File: src/spb_pkg.sv
// Package for the sorted position binner: widths, codes and divider interface types.
`default_nettype none
package spb_pkg;

  localparam int unsigned CHROM_W = 16;
  localparam int unsigned POS_W   = 31;
  localparam int unsigned CNT_W   = 16;
  localparam int unsigned WIDTH_W = 21;
  localparam int unsigned SUM_W   = 32;
  localparam int unsigned CFG_A_W = 1;

  localparam int unsigned IN_DATA_W  = 64;
  localparam int unsigned OUT_DATA_W = 112;

  typedef enum logic {
    REQ_POS   = 1'b0,
    REQ_FLUSH = 1'b1
  } spb_req_t;

  typedef enum logic {
    KIND_BIN   = 1'b0,
    KIND_ERROR = 1'b1
  } spb_kind_t;

  typedef enum logic [CFG_A_W-1:0] {
    CFG_BIN_WIDTH = 1'b0,
    CFG_ALIGNED   = 1'b1
  } spb_cfg_idx_t;

  typedef struct packed {
    logic               start;
    logic [POS_W-1:0]   dividend;
    logic [WIDTH_W-1:0] divisor;
  } spb_div_req_t;

  typedef struct packed {
    logic               done;
    logic [WIDTH_W-1:0] rem;
  } spb_div_rsp_t;

endpackage
`default_nettype wire

File: src/spb_divider.sv
// Serial restoring remainder unit: one quotient bit per cycle over the position width.
`default_nettype none
module spb_divider
  import spb_pkg::*;
(
  input  wire logic         clk,
  input  wire logic         rst_n,
  input  wire spb_div_req_t req,
  output spb_div_rsp_t      rsp
);

  localparam int unsigned STEP_W = $clog2(POS_W);
  localparam logic [STEP_W-1:0] LAST_STEP = STEP_W'(POS_W - 1);

  logic               busy_r, busy_nxt;
  logic               done_r, done_nxt;
  logic [STEP_W-1:0]  step_r, step_nxt;
  logic [POS_W-1:0]   dvd_r, dvd_nxt;
  logic [WIDTH_W-1:0] dvs_r, dvs_nxt;
  logic [WIDTH_W-1:0] rem_r, rem_nxt;

  logic [WIDTH_W:0]   trial;
  logic [WIDTH_W+1:0] diff;

  assign trial = {rem_r, dvd_r[POS_W-1]};
  assign diff  = {1'b0, trial} - {2'b00, dvs_r};

  always_comb begin
    busy_nxt = busy_r;
    done_nxt = 1'b0;
    step_nxt = step_r;
    dvd_nxt  = dvd_r;
    dvs_nxt  = dvs_r;
    rem_nxt  = rem_r;
    if (req.start) begin
      busy_nxt = 1'b1;
      step_nxt = '0;
      dvd_nxt  = req.dividend;
      dvs_nxt  = req.divisor;
      rem_nxt  = '0;
    end else if (busy_r) begin
      dvd_nxt = {dvd_r[POS_W-2:0], 1'b0};
      rem_nxt = diff[WIDTH_W+1] ? trial[WIDTH_W-1:0] : diff[WIDTH_W-1:0];
      step_nxt = step_r + STEP_W'(1);
      if (step_r == LAST_STEP) begin
        busy_nxt = 1'b0;
        done_nxt = 1'b1;
      end
    end
  end

  always_ff @(posedge clk) begin
    if (!rst_n) begin
      busy_r <= 1'b0;
      done_r <= 1'b0;
    end else begin
      busy_r <= busy_nxt;
      done_r <= done_nxt;
    end
    step_r <= step_nxt;
    dvd_r  <= dvd_nxt;
    dvs_r  <= dvs_nxt;
    rem_r  <= rem_nxt;
  end

  assign rsp.done = done_r;
  assign rsp.rem  = rem_r;

endmodule
`default_nettype wire

File: src/sorted_position_binner.sv
// Top level of the sorted position binner: bin state, sequencer and output stage.
// Output: a result is registered in the pending register, then in the output register once
// it is free; a fixed-phase bin start does not delay it. Input: one item per cycle while no
// result is pending and no fixed-phase bin start waits on the remainder unit (31 steps).
// Reset (rst_n, synchronous): bin state empty, bin_width 20, aligned phase off.
`default_nettype none
module sorted_position_binner
  import spb_pkg::*;
(
  input  wire logic                  clk,
  input  wire logic                  rst_n,
  input  wire logic                  in_tvalid,
  output logic                       in_tready,
  input  wire logic [IN_DATA_W-1:0]  in_tdata,   // chrom_id, position, read_count
  input  wire logic                  in_tuser,   // req_type
  output logic                       out_tvalid,
  input  wire logic                  out_tready,
  output logic [OUT_DATA_W-1:0]      out_tdata,  // bin_chrom, bin_start, bin_last, bin_total
  output logic                       out_tuser,  // kind
  input  wire logic                  cfg_we,
  input  wire logic [CFG_A_W-1:0]    cfg_addr,
  input  wire logic [WIDTH_W-1:0]    cfg_wdata
);

  typedef enum logic {
    ST_IDLE,
    ST_DIV
  } state_t;

  state_t             state_r, state_nxt;
  logic [WIDTH_W-1:0] bin_width_r, bin_width_nxt;
  logic               aligned_r, aligned_nxt;

  logic [CHROM_W-1:0] cur_chrom_r, cur_chrom_nxt;
  logic               chrom_seen_r, chrom_seen_nxt;
  logic [POS_W-1:0]   start_r, start_nxt;
  logic [POS_W-1:0]   last_r, last_nxt;
  logic [SUM_W-1:0]   sum_r, sum_nxt;

  logic               pend_r, pend_nxt;
  spb_kind_t          pend_kind_r, pend_kind_nxt;
  logic [CHROM_W-1:0] pend_chrom_r, pend_chrom_nxt;
  logic [POS_W-1:0]   pend_start_r, pend_start_nxt;
  logic [POS_W-1:0]   pend_last_r, pend_last_nxt;
  logic [SUM_W-1:0]   pend_total_r, pend_total_nxt;

  logic               out_valid_r, out_valid_nxt;
  spb_kind_t          out_kind_r, out_kind_nxt;
  logic [CHROM_W-1:0] out_chrom_r, out_chrom_nxt;
  logic [POS_W-1:0]   out_start_r, out_start_nxt;
  logic [POS_W-1:0]   out_last_r, out_last_nxt;
  logic [SUM_W-1:0]   out_total_r, out_total_nxt;

  spb_div_req_t div_req;
  spb_div_rsp_t div_rsp;

  spb_req_t           in_req;
  logic [CHROM_W-1:0] in_chrom;
  logic [POS_W-1:0]   in_pos;
  logic [CNT_W-1:0]   in_cnt;
  logic               accept;
  logic [WIDTH_W-1:0] eff_width;
  logic [POS_W:0]     bin_end;
  logic               past_bin;
  logic [SUM_W:0]     sum_add;
  logic [SUM_W-1:0]   sum_sat;
  logic               emit_ok;
  logic               out_free;

  spb_divider u_div (
    .clk   (clk),
    .rst_n (rst_n),
    .req   (div_req),
    .rsp   (div_rsp)
  );

  assign in_req   = spb_req_t'(in_tuser);
  assign in_chrom = in_tdata[CHROM_W-1:0];
  assign in_pos   = in_tdata[CHROM_W +: POS_W];
  assign in_cnt   = in_tdata[CHROM_W+POS_W +: CNT_W];

  assign in_tready = (state_r == ST_IDLE) && !pend_r;
  assign accept    = in_tvalid && in_tready;

  assign eff_width = (bin_width_r == '0) ? WIDTH_W'(1) : bin_width_r;
  assign bin_end   = {1'b0, start_r} + {{(POS_W+1-WIDTH_W){1'b0}}, eff_width};
  assign past_bin  = {1'b0, in_pos} >= bin_end;
  assign sum_add   = {1'b0, sum_r} + {{(SUM_W+1-CNT_W){1'b0}}, in_cnt};
  assign sum_sat   = sum_add[SUM_W] ? '1 : sum_add[SUM_W-1:0];
  assign emit_ok   = chrom_seen_r && (sum_r != '0);
  assign out_free  = !out_valid_r || out_tready;

  always_comb begin
    state_nxt       = state_r;
    bin_width_nxt   = bin_width_r;
    aligned_nxt     = aligned_r;
    cur_chrom_nxt   = cur_chrom_r;
    chrom_seen_nxt  = chrom_seen_r;
    start_nxt       = start_r;
    last_nxt        = last_r;
    sum_nxt         = sum_r;
    pend_nxt        = pend_r;
    pend_kind_nxt   = pend_kind_r;
    pend_chrom_nxt  = pend_chrom_r;
    pend_start_nxt  = pend_start_r;
    pend_last_nxt   = pend_last_r;
    pend_total_nxt  = pend_total_r;
    out_valid_nxt   = out_valid_r;
    out_kind_nxt    = out_kind_r;
    out_chrom_nxt   = out_chrom_r;
    out_start_nxt   = out_start_r;
    out_last_nxt    = out_last_r;
    out_total_nxt   = out_total_r;
    div_req.start    = 1'b0;
    div_req.dividend = in_pos;
    div_req.divisor  = eff_width;

    if (cfg_we) begin
      unique case (spb_cfg_idx_t'(cfg_addr))
        CFG_BIN_WIDTH: bin_width_nxt = cfg_wdata;
        CFG_ALIGNED:   aligned_nxt = cfg_wdata[0];
        default: ;
      endcase
    end

    // output register takes the pending result
    if (out_free) begin
      out_valid_nxt = pend_r;
      if (pend_r) begin
        out_kind_nxt  = pend_kind_r;
        out_chrom_nxt = pend_chrom_r;
        out_start_nxt = pend_start_r;
        out_last_nxt  = pend_last_r;
        out_total_nxt = pend_total_r;
        pend_nxt      = 1'b0;
      end
    end

    unique case (state_r)
      ST_IDLE: begin
        if (accept) begin
          pend_kind_nxt  = KIND_BIN;
          pend_chrom_nxt = cur_chrom_r;
          pend_start_nxt = start_r;
          pend_last_nxt  = last_r;
          pend_total_nxt = sum_r;
          if (in_req == REQ_FLUSH) begin
            pend_nxt       = emit_ok;
            cur_chrom_nxt  = '0;
            chrom_seen_nxt = 1'b0;
            start_nxt      = '0;
            last_nxt       = '1;
            sum_nxt        = '0;
          end else if (chrom_seen_r && in_chrom == cur_chrom_r && in_pos < last_r) begin
            pend_nxt       = 1'b1;
            pend_kind_nxt  = KIND_ERROR;
            pend_chrom_nxt = in_chrom;
            pend_start_nxt = '0;
            pend_last_nxt  = in_pos;
            pend_total_nxt = '0;
          end else if (!chrom_seen_r || in_chrom != cur_chrom_r || past_bin) begin
            pend_nxt       = emit_ok;
            cur_chrom_nxt  = in_chrom;
            chrom_seen_nxt = 1'b1;
            start_nxt      = in_pos;
            last_nxt       = in_pos;
            sum_nxt        = {{(SUM_W-CNT_W){1'b0}}, in_cnt};
            if (aligned_r) begin
              div_req.start = 1'b1;
              state_nxt     = ST_DIV;
            end
          end else begin
            last_nxt = in_pos;
            sum_nxt  = sum_sat;
          end
        end
      end
      ST_DIV: begin
        if (div_rsp.done) begin
          // round down: position minus remainder
          start_nxt = last_r - {{(POS_W-WIDTH_W){1'b0}}, div_rsp.rem};
          state_nxt = ST_IDLE;
        end
      end
      default: state_nxt = ST_IDLE;
    endcase
  end

  always_ff @(posedge clk) begin
    if (!rst_n) begin
      state_r       <= ST_IDLE;
      bin_width_r   <= WIDTH_W'(20);
      aligned_r     <= 1'b0;
      cur_chrom_r   <= '0;
      chrom_seen_r  <= 1'b0;
      start_r       <= '0;
      last_r        <= '1;
      sum_r         <= '0;
      pend_r        <= 1'b0;
      out_valid_r   <= 1'b0;
    end else begin
      state_r       <= state_nxt;
      bin_width_r   <= bin_width_nxt;
      aligned_r     <= aligned_nxt;
      cur_chrom_r   <= cur_chrom_nxt;
      chrom_seen_r  <= chrom_seen_nxt;
      start_r       <= start_nxt;
      last_r        <= last_nxt;
      sum_r         <= sum_nxt;
      pend_r        <= pend_nxt;
      out_valid_r   <= out_valid_nxt;
    end
    pend_kind_r  <= pend_kind_nxt;
    pend_chrom_r <= pend_chrom_nxt;
    pend_start_r <= pend_start_nxt;
    pend_last_r  <= pend_last_nxt;
    pend_total_r <= pend_total_nxt;
    out_kind_r   <= out_kind_nxt;
    out_chrom_r  <= out_chrom_nxt;
    out_start_r  <= out_start_nxt;
    out_last_r   <= out_last_nxt;
    out_total_r  <= out_total_nxt;
  end

  assign out_tvalid = out_valid_r;
  assign out_tuser  = out_kind_r;
  assign out_tdata  = {(OUT_DATA_W-CHROM_W-2*POS_W-SUM_W)'(0),
                       out_total_r, out_last_r, out_start_r, out_chrom_r};

endmodule
`default_nettype wire
File: config.mk
export PLATFORM = sky130hd
export DESIGN_NAME = sorted_position_binner
export DESIGN_NICKNAME = d
export VERILOG_FILES = /design/src/spb_pkg.sv /design/src/spb_divider.sv /design/src/sorted_position_binner.sv
export SDC_FILE = /design/constraint.sdc
export NUM_CORES = 1
export LEC_CHECK = 0
export ABC_AREA = 0
export ABC_CLOCK_PERIOD_IN_PS = 7900
export BUFFER_PORTS_ARGS = -buffer_cell sky130_fd_sc_hd__buf_2
export CORE_ASPECT_RATIO = 0.9
export CORE_MARGIN = 3
export CORE_UTILIZATION = 43
export CTS_CLUSTER_SIZE = 14
export DETAILED_ROUTE_END_ITERATION = 6
export GPL_TIMING_DRIVEN = 0
export PLACE_DENSITY_LB_ADDON = 0.1
export SKIP_LAST_GASP = 1
export SYNTH_ARGS = -nofsm -noshare
export SYNTH_HDL_FRONTEND = slang
export SYNTH_SLANG_ARGS = --single-unit
File: constraint.sdc
create_clock -name clk -period 7.9 [get_ports clk]
set_input_delay 0.79 -clock clk [delete_from_list [all_inputs] [get_ports clk]]
set_output_delay 0.79 -clock clk [all_outputs]
set_load 0.005 [all_outputs]
After elaboration in Yosys (flattened, before gate mapping)
Cells that the tools add are included.
W data, S select, Z words.
{"block": "totals", "out_inout_bits": 115, "n_memories": 0, "mem_bits_ro": 0, "ram_bits": 0, "ff_bits": 438, "latch_bits": 0, "in_bits": 92, "elab_cells": 117}
{"block": "op_classes", "n_div": 0, "reduce_logical": 23, "order_cmp": 2, "add_sub_neg": 5, "bitwise": 4, "eq_ne": 8, "shift": 0, "mul": 0, "muxes": 49}
{"op": "$mux W31", "count": 13}
{"op": "$mux W32", "count": 6}
{"op": "$mux W16", "count": 5}
{"op": "$pmux W31 S2", "count": 1}
{"op": "$mux W21", "count": 2}
{"op": "$add A32 B16 Y33", "count": 1}
{"op": "$add A31 B21 Y32", "count": 1}
{"op": "$ge A31 B32 Y1", "count": 1}
{"op": "$reduce_bool A32 Y1", "count": 1}
{"op": "$lt A31 B31 Y1", "count": 1}
{"op": "$sub A31 B21 Y31", "count": 1}
{"op": "$sub A22 B21 Y23", "count": 1}
{"op": "$logic_not A21 Y1", "count": 1}
{"op": "$mux W1", "count": 21}
{"op": "$eq A16 B16 Y1", "count": 1}
{"op": "$ne A16 B16 Y1", "count": 1}
{"op": "$reduce_and A2 Y1", "count": 4}
{"op": "$reduce_and A4 Y1", "count": 2}
{"op": "$add A5 B1 Y5 const B", "count": 1}
{"op": "$eq A5 B5 Y1 const B", "count": 1}
{"op": "$logic_and A1 B1 Y1", "count": 5}
{"op": "$ne A2 B2 Y1 const B", "count": 2}
{"op": "$not A1 Y1", "count": 4}
{"op": "$reduce_bool A2 Y1", "count": 2}
{"op": "other kinds (8)", "count": 12}

Logic depth before layout (Yosys ltp)
{"block": "logic_depth", "depth_word": 11, "depth_mapped": 25, "depth_no_buf": 22}

Hierarchy
Synthesis repeated with hierarchy kept, for this count alone.
{"block": "hier_totals", "hier_cells": 2213, "area_unflattened_um2": 22968.3}
{"module": "sorted_position_binner", "cells_each": 1769, "seq_area_each_um2": 9389.0, "area_each_um2": 18310.1, "n_inst": 1}
{"module": "spb_divider", "cells_each": 444, "seq_area_each_um2": 2122.0, "area_each_um2": 4658.2, "n_inst": 1}

Worst setup path before layout
OpenSTA, ideal clock, no wires.
{"block": "synth_timing", "path_type": "input -> register", "from": "input port out_tready", "to": "register out_chrom_r[0], enable pin", "stages": 2, "required_ns": 7.304, "t_arrival_ns": 5.782, "slack_ns": 1.522, "n_path_buf": 0, "setup_time_ns": 0.596, "path_cell_list": "nor2b_1 -> nor2b_1"}
{"block": "synth_via", "elab_chain_cells": 2}
{"element": "from (decl)", "line_no": "sorted_position_binner.sv:17", "rtl": "input wire logic out_tready,"}
{"element": "$logic_or A1 B1 Y1", "line_no": "sorted_position_binner.sv:91", "rtl": "assign out_free = !out_valid_r || out_tready;"}
{"element": "$reduce_and A2 Y1 (no line)"}
{"element": "to (signal assigned)", "line_no": "sorted_position_binner.sv:219", "rtl": "out_chrom_r <= out_chrom_nxt;"}
{"element": "to (decl)", "line_no": "sorted_position_binner.sv:49", "rtl": "logic [CHROM_W-1:0] out_chrom_r, out_chrom_nxt;"}
Every way passes these cells.
A chain may end at the register's enable or synchronous reset.

==> qor.csv <==
stage;metric;value;unit
outcome;outcome;complete, no violations;
layout;final_util;50.5;%
synthesis;synth.avg_cell_area;10.7;sq um
timing;rsz0062_at_grt;no;
placed_design;placed_cells_incl_taps;3027;
layout;filler_cell_count;4830;
clocking;clockRootBuffer;sky130_fd_sc_hd__clkbuf_16;
die;die-width;248;microns
layout;layout_stage_area_growth_over_the_synthesis_result;15.7;%
synthesis;synth_largest_area_cell;sky130_fd_sc_hd__edfxtp_1;
die;num_rows;79;
global_route;vias_in_the_first_global_route;16800;
timing;timing.final.crit_share;94.2;%
setup_path;worstSetupPathType;flip-flop to flip-flop;
routing;via_count;17400;
clocking;cts_resized;0;
setup_path;largest_fanout_on_the_critical_path;23;
routing;drt.antenna.violating_nets;0;
routing;dr.pass1.iters;5;
synthesis;ys.warnings.count;0;
synthesis;yosys_register_bits;438;
routing;routed_wire_length_per_instance;21.3;microns
timing;slew-limit-headroom;37.7;%
placed_design;place_worst_setup_slack;0.530;ns
synthesis;number_of_enable_flip_flop_cells_after_synthesis;274;
routing;post-route-drc-count;0;
synthesis;dominantRegCellSynth;sky130_fd_sc_hd__edfxtp_1;
timing;skew;0.0191;ns
synthesis;synth_largest_type_area_fraction;36.2;%
setup_path;critPathCaptureType;flip-flop;
timing;timing.final.crit_period;7.44;ns
layout;multi_input_comb_area;0.0102;sq mm
layout;share_of_cells_above_drive_strength_1;15.9;%
setup_path;cp_data_required_time;8.18;ns
setup_path;category_of_cells_accounting_for_the_largest_share_of_critical_path_delay;compound AO/OA/AOI/OAI gates;
placed_design;routabilityCongestion;0.924;
die;die_height;224;microns
layout;leading_cell_types_in_the_layout_fill_and_taps_excluded;sky130_fd_sc_hd__edfxtp_1, sky130_fd_sc_hd__buf_2, sky130_fd_sc_hd__dfxtp_1, sky130_fd_sc_hd__nand2_1, sky130_fd_sc_hd__ha_1;
routing;detail_route.iter0.violations;1410;
clocking;post_cts_setup_buffers;0;
routing;vias_per_cell;5.60;
clocking;cts.hold.buffers_added;0;
timing;finalHoldViolCount;0;
timing;fin_setup_tns;0;ns
synthesis;gate_count_after_technology_mapping;2131;
setup_path;timing.critical_path.arrival;7.72;ns
global_route;grt_start_max_net_pins;85;
power_and_ir_drop;cellLeakagePower;10.3;nW
clocking;tritoncts_num_sinks;438;
timing;final_max_slew_violation_count;0;
global_route;antenna_found_initial;2;
synthesis;yosys.cell_types.count;83;
placed_design;hpwlAfterDp;51400;microns
global_route;globalRouteTotalUtil;23.8;%
synthesis;synth-seq-area-share;50.7;%
die;design.portCount;207;
setup_path;critPathMostFrequentCell;sky130_fd_sc_hd__a21o_1;
die;die_area;0.0556;sq mm
setup_path;critical_path.max_stage_delay;0.77;ns
timing;worst-slew-pin-transition;0.928;ns
synthesis;synth-async-reset-ratio;0;%
power_and_ir_drop;max-vdd-ir-drop;181;uV
hold_path;hold_class;flip-flop to flip-flop;
power_and_ir_drop;power_density;256;mW/mm^2
clocking;cts_inserted_buffers;48;
setup_path;worstSetupStartpointType;flip-flop;
setup_path;critical_path.n_buffers_inverters;4;
power_and_ir_drop;total_power;6.73;mW
clocking;clkTransAtPathRegs;0.06;ns
synthesis;post_synth_main_area_contributors;sky130_fd_sc_hd__edfxtp_1, sky130_fd_sc_hd__dfxtp_1, sky130_fd_sc_hd__ha_1;
layout;nets;2627;
run;cap_viol_max_count;0;
die;fp.coreArea;0.0520;sq mm
placed_design;port_buffers;202;
synthesis;post_synth_instance_area;0.0227;sq mm
timing;setup_viol_count_final;0;
clocking;tritoncts;yes;
layout;final-seq-area;0.0115;sq mm
clocking;clk_path_buf_depth;3;
layout;final_cells;3117;
clocking;cts_htree_levels;2;
timing;fmax;134;MHz
setup_path;cp_max_stage_cell;sky130_fd_sc_hd__o41ai_1;
timing;layout_setup_ws;0.462;ns
global_route;grt_pass1_wl;101000;microns
die;initial_utilization;43.7;%
routing;drt_wl_total;66500;microns
clocking;worst_skew_late_latency;0.60;ns
global_route;grt_overflow;0;
layout;layout.cells.most_common;sky130_fd_sc_hd__edfxtp_1;
report_power, final:
| part | total (mW) | leakage [nW] | switching [mW] | internal (mW) |
|---|---|---|---|---|
| logic | 1.76 | 5.64 | 1.04 | 0.721 |
| clock network | 2.23 | 0.756 | 0.950 | 1.28 |
| registers | 2.74 | 3.89 | 0.149 | 2.60 |
layer usage:
metal	global-route usage, %	wire [microns]
met1	36.8	32800
met2	34.1	27300
met3	3.87	4650
met4	7.07	1770
met5	0	0
logic make-up (layout without fill, tap and decap cells):
kind of cell,after synthesis,after routing,share of synthesized area [%]
and+or+nand+nor,609,609,13.3
AOI/OAI and AO/OA,520,520,15.6
DFF,438,438,50.7
buffers and inverters,242,538,4.31
adders and majority gates,146,146,8.18
xor gates and xnor gates,91,91,3.51
muxes,84,84,4.39
other,1,3,0.0165
state kept, by name, indices dropped and copies added (netlist names), 5 cells and up:
signal,flops
out_total_r,32
pend_total_r,32
sum_r,32
last_r,31
out_last_r,31
out_start_r,31
pend_last_r,31
pend_start_r,31
start_r,31
u_div.dvd_r,31
bin_width_r,21
u_div.dvs_r,21
u_div.rem_r,21
cur_chrom_r,16
out_chrom_r,16
pend_chrom_r,16
u_div.step_r,5
final timing paths:
kind,slack (ns),depth (start not counted),startpoint,end
worst max register to register,0.46,25,bin_width_r[1]$_SDFFE_PN0P_,u_div.dvd_r[20]$_DFFE_PP_
worst min register to register,0.41,0,pend_total_r[10]$_DFFE_PP_,out_total_r[10]$_DFFE_PP_
worst max-delay path,0.46,25,bin_width_r[1]$_SDFFE_PN0P_,u_div.dvd_r[20]$_DFFE_PP_
worst min-delay path,0.41,0,pend_total_r[10]$_DFFE_PP_,out_total_r[10]$_DFFE_PP_
Yosys cell counts, types with 26 or more instances:
master / n
sky130_fd_sc_hd__ha_1: 142
sky130_fd_sc_hd__o21ai_0: 50
sky130_fd_sc_hd__a211oi_1: 84
sky130_fd_sc_hd__nor4_1: 27
sky130_fd_sc_hd__xnor2_1: 51
sky130_fd_sc_hd__nor3_1: 70
sky130_fd_sc_hd__o21ai_1: 32
sky130_fd_sc_hd__clkbuf_1: 104
sky130_fd_sc_hd__o31ai_1: 26
sky130_fd_sc_hd__dfxtp_1: 164
sky130_fd_sc_hd__and2_1: 65
sky130_fd_sc_hd__nor2_1: 133
sky130_fd_sc_hd__a21oi_1: 124
sky130_fd_sc_hd__nand3_1: 40
sky130_fd_sc_hd__nand4_1: 29
sky130_fd_sc_hd__mux2_2: 34
sky130_fd_sc_hd__edfxtp_1: 274
sky130_fd_sc_hd__xor2_1: 40
sky130_fd_sc_hd__a21o_1: 32
sky130_fd_sc_hd__nand2_1: 149
sky130_fd_sc_hd__inv_1: 108
through the flow:
| stage | area [sq um] | hold WS, ns |
|---|---|---|
| after detailed placement | 24700 | 0.405 |
| after CTS | 26300 | 0.404 |
| after global routing | 26300 | 0.416 |
| after global placement | 24600 | 0.401 |
| final | 26300 | 0.410 |
| after floorplan | 22700 | 0.400 |
cell type report:
type | count | share of cell area [%]
flip-flops and latches | 438 | 43.8
diodes | 1 | 0.00953
well taps | 688 | 3.28
clock inverters | 31 | 1.17
repair buffers | 207 | 4.26
clock buffers | 58 | 4.79
multi-input cells | 1452 | 38.9
plain buffers | 133 | 2.17
inverters | 109 | 1.58
worst register-to-register path, delay by kind of cell (launching register included):
kind	cells	cell delay [ns]
buf+inv	4	0.80
simple gates	6	1.42
fa+ha+maj	3	0.89
compound gates	11	3.47
flops	1	0.33
xor+xnor	1	0.18
(Power assumes the default switching activity.)
